[src/sv/dfr_pkg.sv]
`default_nettype none

package dfr_pkg;

    localparam int BYTE_W      = 8;
    localparam int CFG_INDEX_W = 8;

    typedef logic [BYTE_W-1:0]      byte_t;
    typedef logic [CFG_INDEX_W-1:0] cfg_index_t;

    // Configuration register indexes.
    localparam cfg_index_t REG_START_SYMBOL = cfg_index_t'(0);
    localparam cfg_index_t REG_END_SYMBOL   = cfg_index_t'(1);

    // Delimiter values after reset.
    localparam byte_t START_SYMBOL_RESET = byte_t'(60);
    localparam byte_t END_SYMBOL_RESET   = byte_t'(62);

endpackage

`default_nettype wire

[src/sv/dfr_if.sv]
`default_nettype none

// Received byte channel.
interface dfr_rx_if;
    logic            valid;
    logic            ready;
    dfr_pkg::byte_t  rx_byte;

    modport source (output valid, output rx_byte, input ready);
    modport sink   (input valid, input rx_byte, output ready);
endinterface

// Emitted frame byte channel.
interface dfr_frame_if;
    logic            valid;
    logic            ready;
    dfr_pkg::byte_t  frame_byte;
    logic            is_type;
    logic            last;

    modport source (output valid, output frame_byte, output is_type, output last, input ready);
    modport sink   (input valid, input frame_byte, input is_type, input last, output ready);
endinterface

// Configuration register write channel.
interface dfr_cfg_if;
    logic                 valid;
    logic                 ready;
    dfr_pkg::cfg_index_t  index;
    dfr_pkg::byte_t       data;

    modport source (output valid, output index, output data, input ready);
    modport sink   (input valid, input index, input data, output ready);
endinterface

`default_nettype wire

[src/sv/delimited_frame_receiver_top.sv]
// Receive: one rx byte is taken per cycle while no frame is being emitted.
// Emit: a frame of N stored bytes leaves at one byte per cycle while the sink is ready,
// and the input is held off until the last frame byte is loaded into the output register.
// After the end symbol, the type byte goes to the read data register, then the output register.
// Reset (rst_n, asynchronous, active low) returns to idle and restores both delimiters;
// the frame store is not cleared, since only bytes written in the current frame are read.
`default_nettype none

module delimited_frame_receiver_top #(
    parameter int MAX_FRAME_LENGTH = 64
) (
    input  wire logic  clk,
    input  wire logic  rst_n,
    dfr_rx_if.sink     rx,
    dfr_frame_if.source frame,
    dfr_cfg_if.sink    cfg
);

    import dfr_pkg::*;

    // The store holds at most MAX_FRAME_LENGTH-1 payload bytes. The fill count must also
    // be able to hold the depth itself, so it can be one bit wider than an address.
    localparam int DEPTH  = MAX_FRAME_LENGTH - 1;
    localparam int ADDR_W = $clog2(DEPTH);
    localparam int CNT_W  = $clog2(MAX_FRAME_LENGTH);

    typedef logic [ADDR_W-1:0] addr_t;
    typedef logic [CNT_W-1:0]  cnt_t;

    // ACCEPT takes rx bytes; EMIT streams the stored frame to the output register.
    typedef enum logic {
        ST_ACCEPT,
        ST_EMIT
    } state_t;

    state_t state_reg;
    logic   receiving_reg;
    cnt_t   fill_count_reg;
    addr_t  emit_ptr_reg;
    addr_t  last_idx_reg;

    byte_t  start_symbol_reg;
    byte_t  end_symbol_reg;

    // Output register: it holds a finished byte until the sink takes it, so the
    // receive side can keep accepting rx bytes meanwhile.
    logic   out_valid_reg;
    byte_t  out_byte_reg;
    logic   out_is_type_reg;
    logic   out_last_reg;

    // Frame store, a synchronous single-read memory with registered read data.
    byte_t  frame_store [DEPTH];
    byte_t  rd_data_reg;

    logic   rx_xfer;
    logic   out_load;
    logic   wr_en;
    addr_t  wr_addr;
    logic   rd_en;
    addr_t  rd_addr;
    logic   is_end;
    logic   is_start;
    logic   store_full;

    assign rx.ready  = (state_reg == ST_ACCEPT);
    assign rx_xfer   = rx.valid && rx.ready;
    assign cfg.ready = 1'b1;

    assign frame.valid      = out_valid_reg;
    assign frame.frame_byte = out_byte_reg;
    assign frame.is_type    = out_is_type_reg;
    assign frame.last       = out_last_reg;

    // While receiving, a byte equal to both delimiters counts as the end symbol,
    // which the priority of is_end over is_start below gives.
    assign is_end     = (rx.rx_byte == end_symbol_reg);
    assign is_start   = (rx.rx_byte == start_symbol_reg);
    assign store_full = (fill_count_reg >= cnt_t'(DEPTH));

    // The output register takes the next byte when it is empty or being drained.
    assign out_load = (state_reg == ST_EMIT) && (!out_valid_reg || frame.ready);

    // Memory port control. Writes happen only while receiving in ACCEPT and reads only
    // on the end symbol or during EMIT, and rx.ready is low in EMIT, so a read and a
    // write never touch the store in the same cycle.
    always_comb
    begin
        wr_en   = 1'b0;
        wr_addr = fill_count_reg[ADDR_W-1:0];
        rd_en   = 1'b0;
        rd_addr = '0;
        if (rx_xfer && receiving_reg)
        begin
            if (is_end)
            begin
                // Fetch the type byte right away so it is ready for the output register in EMIT.
                rd_en = (fill_count_reg != '0);
            end
            else if (!is_start && !store_full)
            begin
                wr_en = 1'b1;
            end
        end
        else if (out_load && (emit_ptr_reg != last_idx_reg))
        begin
            // Prefetch the following byte while the current one is loaded.
            rd_en   = 1'b1;
            rd_addr = emit_ptr_reg + addr_t'(1);
        end
    end

    always_ff @(posedge clk)
    begin
        if (wr_en)
        begin
            frame_store[wr_addr] <= rx.rx_byte;
        end
        if (rd_en)
        begin
            rd_data_reg <= frame_store[rd_addr];
        end
    end

    // Configuration writes; indexes beyond the two registers are ignored.
    always_ff @(posedge clk or negedge rst_n)
    begin
        if (!rst_n)
        begin
            start_symbol_reg <= START_SYMBOL_RESET;
            end_symbol_reg   <= END_SYMBOL_RESET;
        end
        else if (cfg.valid && cfg.ready)
        begin
            unique case (cfg.index)
                REG_START_SYMBOL: start_symbol_reg <= cfg.data;
                REG_END_SYMBOL:   end_symbol_reg   <= cfg.data;
                default:          ;
            endcase
        end
    end

    // Frame state machine and output register.
    always_ff @(posedge clk or negedge rst_n)
    begin
        if (!rst_n)
        begin
            state_reg       <= ST_ACCEPT;
            receiving_reg   <= 1'b0;
            fill_count_reg  <= '0;
            emit_ptr_reg    <= '0;
            last_idx_reg    <= '0;
            out_valid_reg   <= 1'b0;
            out_byte_reg    <= '0;
            out_is_type_reg <= 1'b0;
            out_last_reg    <= 1'b0;
        end
        else
        begin
            // A drained output register empties unless a new byte is loaded into it.
            if (frame.ready && !out_load)
            begin
                out_valid_reg <= 1'b0;
            end

            unique case (state_reg)
                ST_ACCEPT:
                begin
                    if (rx_xfer)
                    begin
                        if (!receiving_reg)
                        begin
                            if (is_start)
                            begin
                                receiving_reg  <= 1'b1;
                                fill_count_reg <= '0;
                            end
                        end
                        else if (is_end)
                        begin
                            // An empty frame emits nothing and simply returns to idle.
                            if (fill_count_reg != '0)
                            begin
                                state_reg    <= ST_EMIT;
                                emit_ptr_reg <= '0;
                                last_idx_reg <= addr_t'(fill_count_reg - cnt_t'(1));
                            end
                            receiving_reg  <= 1'b0;
                            fill_count_reg <= '0;
                        end
                        else if (is_start)
                        begin
                            fill_count_reg <= '0;
                        end
                        else if (!store_full)
                        begin
                            fill_count_reg <= fill_count_reg + cnt_t'(1);
                        end
                        else
                        begin
                            // Overlong frame: drop it and the byte, back to idle.
                            receiving_reg  <= 1'b0;
                            fill_count_reg <= '0;
                        end
                    end
                end

                ST_EMIT:
                begin
                    if (out_load)
                    begin
                        out_valid_reg   <= 1'b1;
                        out_byte_reg    <= rd_data_reg;
                        out_is_type_reg <= (emit_ptr_reg == '0);
                        out_last_reg    <= (emit_ptr_reg == last_idx_reg);
                        if (emit_ptr_reg == last_idx_reg)
                        begin
                            state_reg <= ST_ACCEPT;
                        end
                        else
                        begin
                            emit_ptr_reg <= emit_ptr_reg + addr_t'(1);
                        end
                    end
                end

                default:
                begin
                    state_reg <= ST_ACCEPT;
                end
            endcase
        end
    end

`ifndef SYNTHESIS
    // The fill count never runs past the store depth.
    assert property (@(posedge clk) disable iff (!rst_n)
        fill_count_reg <= cnt_t'(DEPTH))
        else $error("fill count exceeds frame store depth");

    // A store write only happens while a frame is being received.
    assert property (@(posedge clk) disable iff (!rst_n)
        wr_en |-> (receiving_reg && state_reg == ST_ACCEPT))
        else $error("frame store written outside of reception");

    // Every store read is followed by a cycle in EMIT that consumes it.
    assert property (@(posedge clk) disable iff (!rst_n)
        rd_en |=> (state_reg == ST_EMIT))
        else $error("store read issued without emission following");

    // Emission always starts from idle reception.
    assert property (@(posedge clk) disable iff (!rst_n)
        (state_reg == ST_EMIT) |-> !receiving_reg)
        else $error("receiving while emitting a frame");

    // A pending type byte of a multi-byte frame means the rest is still being emitted.
    assert property (@(posedge clk) disable iff (!rst_n)
        (out_valid_reg && out_is_type_reg && !out_last_reg) |-> (state_reg == ST_EMIT))
        else $error("frame emission ended before its last byte");
`endif

endmodule

`default_nettype wire
[src/flat_wrapper.sv]
// flat-port wrapper written by rule: the top's interface ports become plain ports
module delimited_frame_receiver_top_flat import dfr_pkg::*;
#(
    parameter int MAX_FRAME_LENGTH = 64
)
  (clk, rst_n, rx_valid, rx_rx_byte, rx_ready, frame_valid, frame_frame_byte, frame_is_type, frame_last, frame_ready, cfg_valid, cfg_index, cfg_data, cfg_ready);
  dfr_rx_if rx_i ();
  dfr_frame_if frame_i ();
  dfr_cfg_if cfg_i ();
  input  wire logic clk;
  input  wire logic rst_n;
  input wire logic [$bits(rx_i.valid)-1:0] rx_valid;
  input wire logic [$bits(rx_i.rx_byte)-1:0] rx_rx_byte;
  output wire logic [$bits(rx_i.ready)-1:0] rx_ready;
  output wire logic [$bits(frame_i.valid)-1:0] frame_valid;
  output wire logic [$bits(frame_i.frame_byte)-1:0] frame_frame_byte;
  output wire logic [$bits(frame_i.is_type)-1:0] frame_is_type;
  output wire logic [$bits(frame_i.last)-1:0] frame_last;
  input wire logic [$bits(frame_i.ready)-1:0] frame_ready;
  input wire logic [$bits(cfg_i.valid)-1:0] cfg_valid;
  input wire logic [$bits(cfg_i.index)-1:0] cfg_index;
  input wire logic [$bits(cfg_i.data)-1:0] cfg_data;
  output wire logic [$bits(cfg_i.ready)-1:0] cfg_ready;
  assign rx_i.valid = rx_valid;
  assign rx_i.rx_byte = rx_rx_byte;
  assign rx_ready = rx_i.ready;
  assign frame_valid = frame_i.valid;
  assign frame_frame_byte = frame_i.frame_byte;
  assign frame_is_type = frame_i.is_type;
  assign frame_last = frame_i.last;
  assign frame_i.ready = frame_ready;
  assign cfg_i.valid = cfg_valid;
  assign cfg_i.index = cfg_index;
  assign cfg_i.data = cfg_data;
  assign cfg_ready = cfg_i.ready;
  delimited_frame_receiver_top #(.MAX_FRAME_LENGTH(MAX_FRAME_LENGTH)) u_core (.clk(clk), .rst_n(rst_n), .rx(rx_i), .frame(frame_i), .cfg(cfg_i));
endmodule
[config.mk]
export PLATFORM = sky130hd
export DESIGN_NAME = delimited_frame_receiver_top_flat
export DESIGN_NICKNAME = d
export VERILOG_FILES = /design/src/sv/dfr_pkg.sv /design/src/sv/dfr_if.sv /design/src/sv/delimited_frame_receiver_top.sv /design/src/flat_wrapper.sv
export SDC_FILE = /design/constraint.sdc
export NUM_CORES = 1
export LEC_CHECK = 0
export BUFFER_PORTS_ARGS = -buffer_cell sky130_fd_sc_hd__buf_2
export CORE_MARGIN = 5
export CORE_UTILIZATION = 60
export CTS_CLUSTER_SIZE = 30
export DETAILED_ROUTE_END_ITERATION = 8
export GPL_TIMING_DRIVEN = 0
export PLACE_DENSITY_LB_ADDON = 0.05
export SYNTH_ARGS = -nofsm -noshare
export SYNTH_HDL_FRONTEND = slang
export SYNTH_SLANG_ARGS = --single-unit
[constraint.sdc]
create_clock -name clk -period 7.45 [get_ports clk]
set_input_delay 0.745 -clock clk [delete_from_list [all_inputs] [get_ports clk]]
set_output_delay 0.745 -clock clk [all_outputs]
set_load 0.01 [all_outputs]
==> impl_results.md, run 1 <==
* Clock Sinks at 559
* Clock Latency Late Sink at 610 ps
* Total track usage at 0.330
* ANT nets after route at 0
* Total power draw at 7.34 mW
* Pre-CTS WS at 1180 ps
* RD Place Congestion at 0.959
* Register area at 16600 um2
* Clock buffer depth at 3
* Worst min path class: in2async
* CP max stage cell: a2111oi_0
* Gr ovfl total at 0
* Synth area leaders: edfxtp_1 67%, dfrtp_1 4.1%, nand2_1 2.4%
* Cells after synthesis at 1557
* Area of the multi-input gates at 5870 um2
* WL/cell at 31.4 um
* Worst Max-Slew Pin Slew at 1430 ps
* Worst r2r src: u_core.emit_ptr_reg[0]$_DFFE_PN0P_
* First-pass GRT wire length at 99800 um
* CP Data Arrival Time at 6840 ps
* I/O Buffers at 40
* GR Layer Usage met1 at 0.477
* Fill count at 2689
* Mux contribution to synthesized area at 0.0385
* Max Freq at 0.152 GHz
* Total number of vias at 15255
* Synthesized area at 23000 um2
* Worst endpoint required time at 7730 ps
* Initial antenna violation count at 0
* Unrepaired setup endpoints after global routing: no
* Worst Path Max Fanout at 10
* Sequential area share after synthesis at 0.721
* GR Util met3 at 0.0716
* Vias per inst at 6.90
* Top FF cell, synth: edfxtp_1
* Crit Reg-Reg Endpoint: u_core.rd_data_reg[6]$_DFFE_PP_
* Number of buffers created by CTS at 54
* Share of layout cells above drive strength 1 at 0.148
* Vias in the first global route at 14644
* Slew headroom at 0.0405
* Final Max Tran Viols at 0
* Drt pass-1 iters at 5
* Status: complete, no violations
* Mapped Avg Cell Area at 14.7 um2
* Die height at 206 um
* Leakage at 8.69 nW
* DR DRC count at 0
* DIE AREA at 42300 um2
* FFs w/ async S/R, synth at 0.0841
* Largest family of logic cells by synthesized area: compound AO/OA/AOI/OAI gates
* Hpwl dp at 45800 um
* Largest area contributor in the netlist: edfxtp_1
* Final hold violations at 0
* Final setup vio count at 0
* Post-synthesis xor/xnor area fraction at 0.0132
* CP cell instances: buf_2 > clkinv_1 > buf_2 > clkbuf_1 > clkbuf_1 > ha_1 > inv_1 > nor3_1 > o21ai_1 > buf_2 > clkbuf_1 > nand3_1 > a2111oi_0 > a311oi_1
* Area added between synthesis and finish at 12.2%
* Post-CTS Setup Bufs at 0
* H-tree levels at 2
* Setup TNS at 0 ps
* Row cnt at 71
* Final instance area at 25800 um2
* Busiest grt layer: met2
* Reg-to-reg setup timing slack at 880 ps
* Met2 usage at 0.496
* First-iteration detailed-routing DRC count at 2166
* Post-synth cell types at 87
* Placed Instance Area at 23800 um2
* Minimum clock period at 6570 ps
* Synth Area in Simple Gates at 0.0709
* CP Launch Type: register
* Worst Clk Skew at 14.3 ps
* Max reg flops at 504
* Synthesized flop and latch total at 559
* Crit Path Class: reg2reg
* PD cells at 285 nW/um2
* Initial Util at 0.608
* Max-cap violations at 0
* Boundary Pins at 42
* R2R cell count at 14
* Core area at 37800 um2
* CP Capture Type: register
* Largest net degree at the start of global routing at 66
* Most flops, register: u_core.frame_store
* CTS tree: done
* CTS Root Cell: clkbuf_16
* Compound-Gate Fraction of Synth Area at 0.130
* Period utilization at 0.881
* Nets@finish at 1688
* Worst-path clk slew at 60 ps
* Family with the most delay on the worst path: buffers and inverters
* Maximum VDD drop at 213 uV
* Die width at 206 um
* Final WL at 69400 um
* Syn Nets at 1591
* Yosys Warn Count at 0
* Adder-Cell Fraction of Synth Area at 0.00273
* Critical path buffer and inverter count at 8
* Cts hold-fix bufs at 0
* EDFF count, synth at 512
* Post_cts resized at 0
* Synth top area share at 0.670
* Setup ws final at 884 ps
* Slowest stage delay, CP at 950 ps
placed cells by master, fill, tap and decap left out, drive strengths merged, types with 10 or more instances in the layout:
cell | synthesis | layout
a211oi | 18 | 18
a21o | 10 | 10
a21oi | 35 | 35
a221oi | 29 | 29
a22oi | 13 | 13
a2bb2oi | 18 | 18
a31oi | 16 | 16
a32oi | 12 | 12
buf | 60 | 101
bufinv | 0 | 11
clkbuf | 36 | 112
clkinv | 1 | 16
dfrtp | 38 | 38
edfxtp | 512 | 512
inv | 18 | 18
mux2 | 40 | 40
mux2i | 41 | 41
nand2 | 150 | 150
nand3 | 38 | 38
nor2 | 112 | 112
nor3 | 23 | 23
o211ai | 36 | 36
o21ai | 54 | 54
o221ai | 12 | 12
o22ai | 35 | 35
o2bb2ai | 11 | 11
o311ai | 13 | 13
xnor2 | 20 | 20
xor2 | 12 | 12
layer usage:
metal	up-vias	wire, um
li1	6366	-
met1	7579	26900
met2	1103	30900
met3	207	8240
met4	0	3310
met5	-	0
synthesized netlist by cell type (all sizes together), types with 23 or more instances:
master  instances
o211ai         36
o21ai          54
buf            60
o22ai          35
mux2i          41
nor3           23
nor2          112
nand2         150
dfrtp          38
mux2           40
clkbuf         36
a221oi         29
nand3          38
edfxtp        512
a21oi          35
worst register-to-register path: cells and delay by family (launching register included):
family	cells	cell delay, ps
adder cells (fa/ha/maj)	1	430
AO/OA/AOI/OAI	3	1470
flip-flops	1	470
buffers and inverters	8	3510
AND/OR/NAND/NOR	2	380
worst max path at each step:
stage,depth (start not counted),slack [ps],from,end
finish,14,880,u_core.emit_ptr_reg[0]$_DFFE_PN0P_,u_core.rd_data_reg[6]$_DFFE_PP_
global route,14,830,u_core.emit_ptr_reg[0]$_DFFE_PN0P_,u_core.rd_data_reg[6]$_DFFE_PP_
CTS,14,1160,u_core.emit_ptr_reg[0]$_DFFE_PN0P_,u_core.rd_data_reg[6]$_DFFE_PP_
detailed placement,14,1180,u_core.emit_ptr_reg[0]$_DFFE_PN0P_,u_core.rd_data_reg[6]$_DFFE_PP_
global placement,14,1280,u_core.emit_ptr_reg[0]$_DFFE_PN0P_,u_core.rd_data_reg[6]$_DFFE_PP_
floorplan,15,3790,u_core.emit_ptr_reg[0]$_DFFE_PN0P_,u_core.rd_data_reg[6]$_DFFE_PP_
per-stage QoR:
step	hold WS, ps	util	std cells
2_1_floorplan	415	-	1557
3_3_place_gp	425	0.630	2108
3_5_place_dp	429	0.630	2108
4_1_cts	372	0.682	2210
5_1_grt	252	0.682	2211
6_report	213	0.682	2212
layout make-up:
class	count	share of cell area
Sequential cell	559	0.643
Clock inverter	26	0.0155
Timing Repair Buffer	41	0.00884
Buffer	96	0.0174
Tap cell	511	0.0248
Multi-Input combinational cell	883	0.228
Inverter	19	0.00277
Antenna cell	1	0.0000971
Clock buffer	76	0.0597
cells by family after synthesis:
group,count (synthesis)
compound gates,393
xor+xnor,32
fa+ha+maj,5
buf+inv,115
flops,559
mux,82
other cells,1
simple gates,370
report_power, final:
| group | internal [mW] | switching (mW) |
|---|---|---|
| Sequential | 3.46 | 0.0244 |
| Combinational | 0.223 | 0.649 |
| Clock | 1.82 | 1.17 |
| Total | 5.50 | 1.84 |
(Power assumes the default switching activity.)
==> run 2, diff against run 1 <==
Settings changed: BUFFER_PORTS_ARGS -buffer_cell sky130_fd_sc_hd__buf_2 to -buffer_cell sky130_fd_sc_hd__buf_4.
==> run 2 against run 1 <==
  * Die area stayed put
  * Core utilization is 0.19 points lower
  * Sequential share of layout area increased by 0.18 points
  * Global-route usage fell by 0.40 points
  * Combinational power down 0.5%
  * Via count fell by 0.96%
  * Setup slack gained 180 ps
  * Clock skew increased by 1.6 ps
  * Hold slack got worse by 28 ps
  * Power fell by 2.5%
  * Flip-flop and latch count is the same
  * Critical endpoint unchanged
  * Largest cell class unchanged
==> impl_results.md, run 2 (same netlist as run 1, synthesis figures left out) <==
* Gr ovfl total at 0 (unchanged)
* Non-filler cells, final at 2208 (-0.18%)
* Status: complete, no violations
* Most flops, register: u_core.frame_store
* Max-cap violations at 0 (unchanged)
* Clock share of power at 0.392 (-0.015)
* Number of buffers created by CTS at 53 (-1.9%)
* Final instance area at 25700 um2 (-0.28%)
* Clock Latency Late Sink at 610 ps (about the same)
* CP Launch Type: register
* Placed Instance Area at 23900 um2 (+0.42%)
* Total track usage at 0.326 (-0.00398)
* Die height at 206 um (unchanged)
* DIE AREA at 42300 um2 (unchanged)
* Final WL at 68200 um (-1.7%)
* Worst Path Max Fanout at 10 (unchanged)
* Hpwl dp at 45200 um (-1.2%)
* Crit Path Class: reg2reg
* Max reg flops at 504 (unchanged)
* WL/cell at 30.9 um (-1.5%)
* Commonest non-fill, non-tap cell in the layout: edfxtp_1
* Most frequent cells in the layout: 512 x edfxtp_1, 149 x nand2_1, 111 x nor2_1
* Vias in the first global route at 14549 (-0.65%)
* Fill count at 2667 (-0.82%)
* Register area at 16600 um2 (unchanged)
* Area of the multi-input gates at 5870 um2 (unchanged)
* Minimum clock period at 6390 ps (-179 ps)
* CP Data Arrival Time at 6650 ps (-190 ps)
* CTS tree: done
* Period utilization at 0.857 (-0.0241)
* Maximum VDD drop at 292 uV (+37%)
* Final hold violations at 0 (unchanged)
* Worst-path clk slew at 70 ps (about the same)
* Max Freq at 0.157 GHz (+2.8%)
* Vias per inst at 6.84 (-0.78%)
* First-pass GRT wire length at 98400 um (-1.5%)
* Initial Util at 0.608 (unchanged)
* CP max stage cell: a2111oi_0
* Sw frac at 0.257 (+0.00551)
* Nets@finish at 1686 (-0.12%)
* Worst min path class: in2async
* Leakage at 8.64 nW (-0.56%)
* Largest net degree at the start of global routing at 66 (unchanged)
* Sequential share of power at 0.487 (+0.013)
* Total number of vias at 15108 (-0.96%)
* Clock Sinks at 559 (unchanged)
* Initial antenna violation count at 0 (unchanged)
* Boundary Pins at 42 (unchanged)
* Core area at 37800 um2 (unchanged)
* Cts hold-fix bufs at 0 (unchanged)
* Setup TNS at 0 ps (unchanged)
* Worst Max-Slew Pin Slew at 1370 ps (-58.6 ps)
* Final Max Tran Viols at 0 (unchanged)
* I/O Buffers at 40 (unchanged)
* Inst Count DP at 2108 (unchanged)
* DR DRC count at 0 (unchanged)
* H-tree levels at 2 (unchanged)
* Area added between synthesis and finish at 11.9%
* Post-CTS Setup Bufs at 0 (unchanged)
* Worst r2r src: u_core.emit_ptr_reg[0]$_DFFE_PN0P_
* First-iteration detailed-routing DRC count at 2358 (+8.9%)
* ANT nets after route at 0 (unchanged)
* Clock buffer depth at 3 (unchanged)
* Row cnt at 71 (unchanged)
* CP Capture Type: register
* Final setup vio count at 0 (unchanged)
* Slowest stage delay, CP at 810 ps (-140 ps)
* Worst Clk Skew at 15.8 ps (+1.58 ps)
* Pint at 5.32 mW (-3.3%)
* CP cell instances: buf_2 > clkinv_1 > buf_2 > clkbuf_1 > clkbuf_1 > ha_1 > inv_1 > nor3_1 > o21ai_1 > buf_2 > clkbuf_1 > nand3_1 > a2111oi_0 > a311oi_1
* Die width at 206 um (unchanged)
* Slew headroom at 0.0799 (+0.0393)
* P_sw at 1.83 mW (-0.40%)
* Share of layout cells above drive strength 1 at 0.149 (+0.000350)
* Drt pass-1 iters at 6 (+1)
* Logic pwr share at 0.121 (+0.002)
* PD cells at 278 nW/um2 (-2.3%)
* RD Place Congestion at 0.975 (+1.7%)
* CTS Root Cell: clkbuf_16
* Worst endpoint required time at 7710 ps (-20 ps)
* Unrepaired setup endpoints after global routing: no
* Post_cts resized at 0 (unchanged)
* Worst setup path startpoint: u_core.emit_ptr_reg[0]$_DFFE_PN0P_
[run 2: worst paths after layout]
check,end,slack [ps],depth (start not counted)
setup / recovery,u_core.rd_data_reg[6]$_DFFE_PP_,1060,14
min in group clk,u_core.end_symbol_reg[2]$_DFFE_PN1P_,390,2
max in group asynchronous,u_core.end_symbol_reg[7]$_DFFE_PN0P_,6770,1
hold reg to reg,u_core.frame.frame_byte[3]$_DFFE_PN0P_,440,2
hold / removal,u_core.frame.last$_DFFE_PN0P_,180,1
setup reg to reg,u_core.rd_data_reg[6]$_DFFE_PP_,1060,14
[run 2: metal layers]
metal  vias to the layer above  part of all wire  track usage
li1                       6370                 -            -
met1                      7470              0.39        0.470
met2                      1025              0.43        0.471
met3                       243              0.12       0.0832
met4                         0             0.056        0.154
met5                         -                 0            0
[run 2: power groups by stage]
stage	clock, mW	sequential, mW	combinational [mW]
final	2.80	3.48	0.868
after CTS	2.81	3.48	0.844
after global placement	0	3.55	0.834
after detailed placement	0	3.55	0.841
after global routing	2.95	3.48	0.907
after floorplan	0	3.54	0.477
[run 2: critical path: cells and delay by family (launching register included)]
family / cells / cell delay (ps)
adders and majority gates: 1 / 420
and+or+nand+nor: 2 / 390
buffers and inverters: 8 / 3390
AOI/OAI and AO/OA: 3 / 1310
DFF: 1 / 510
[run 2: final cells by class]
class                   instances  share of cell area
clock buffers                  74              0.0578
clock inverters                25              0.0120
diodes                          1           0.0000974
flip-flops and latches        559               0.645
well taps                     511              0.0249
multi-input cells             883               0.229
repair buffers                 40              0.0117
plain buffers                  96              0.0175
inverters                      19             0.00278
[run 2: through the flow]
stage	hold slack, ps	util	setup slack [ps]	power (mW)
4_1_cts	202	0.680	1320	7.13
5_1_grt	229	0.680	1000	7.34
6_report	185	0.680	1060	7.15
3_5_place_dp	429	0.633	1380	4.39
3_3_place_gp	426	0.633	1300	4.38
2_1_floorplan	415	-	3790	4.02
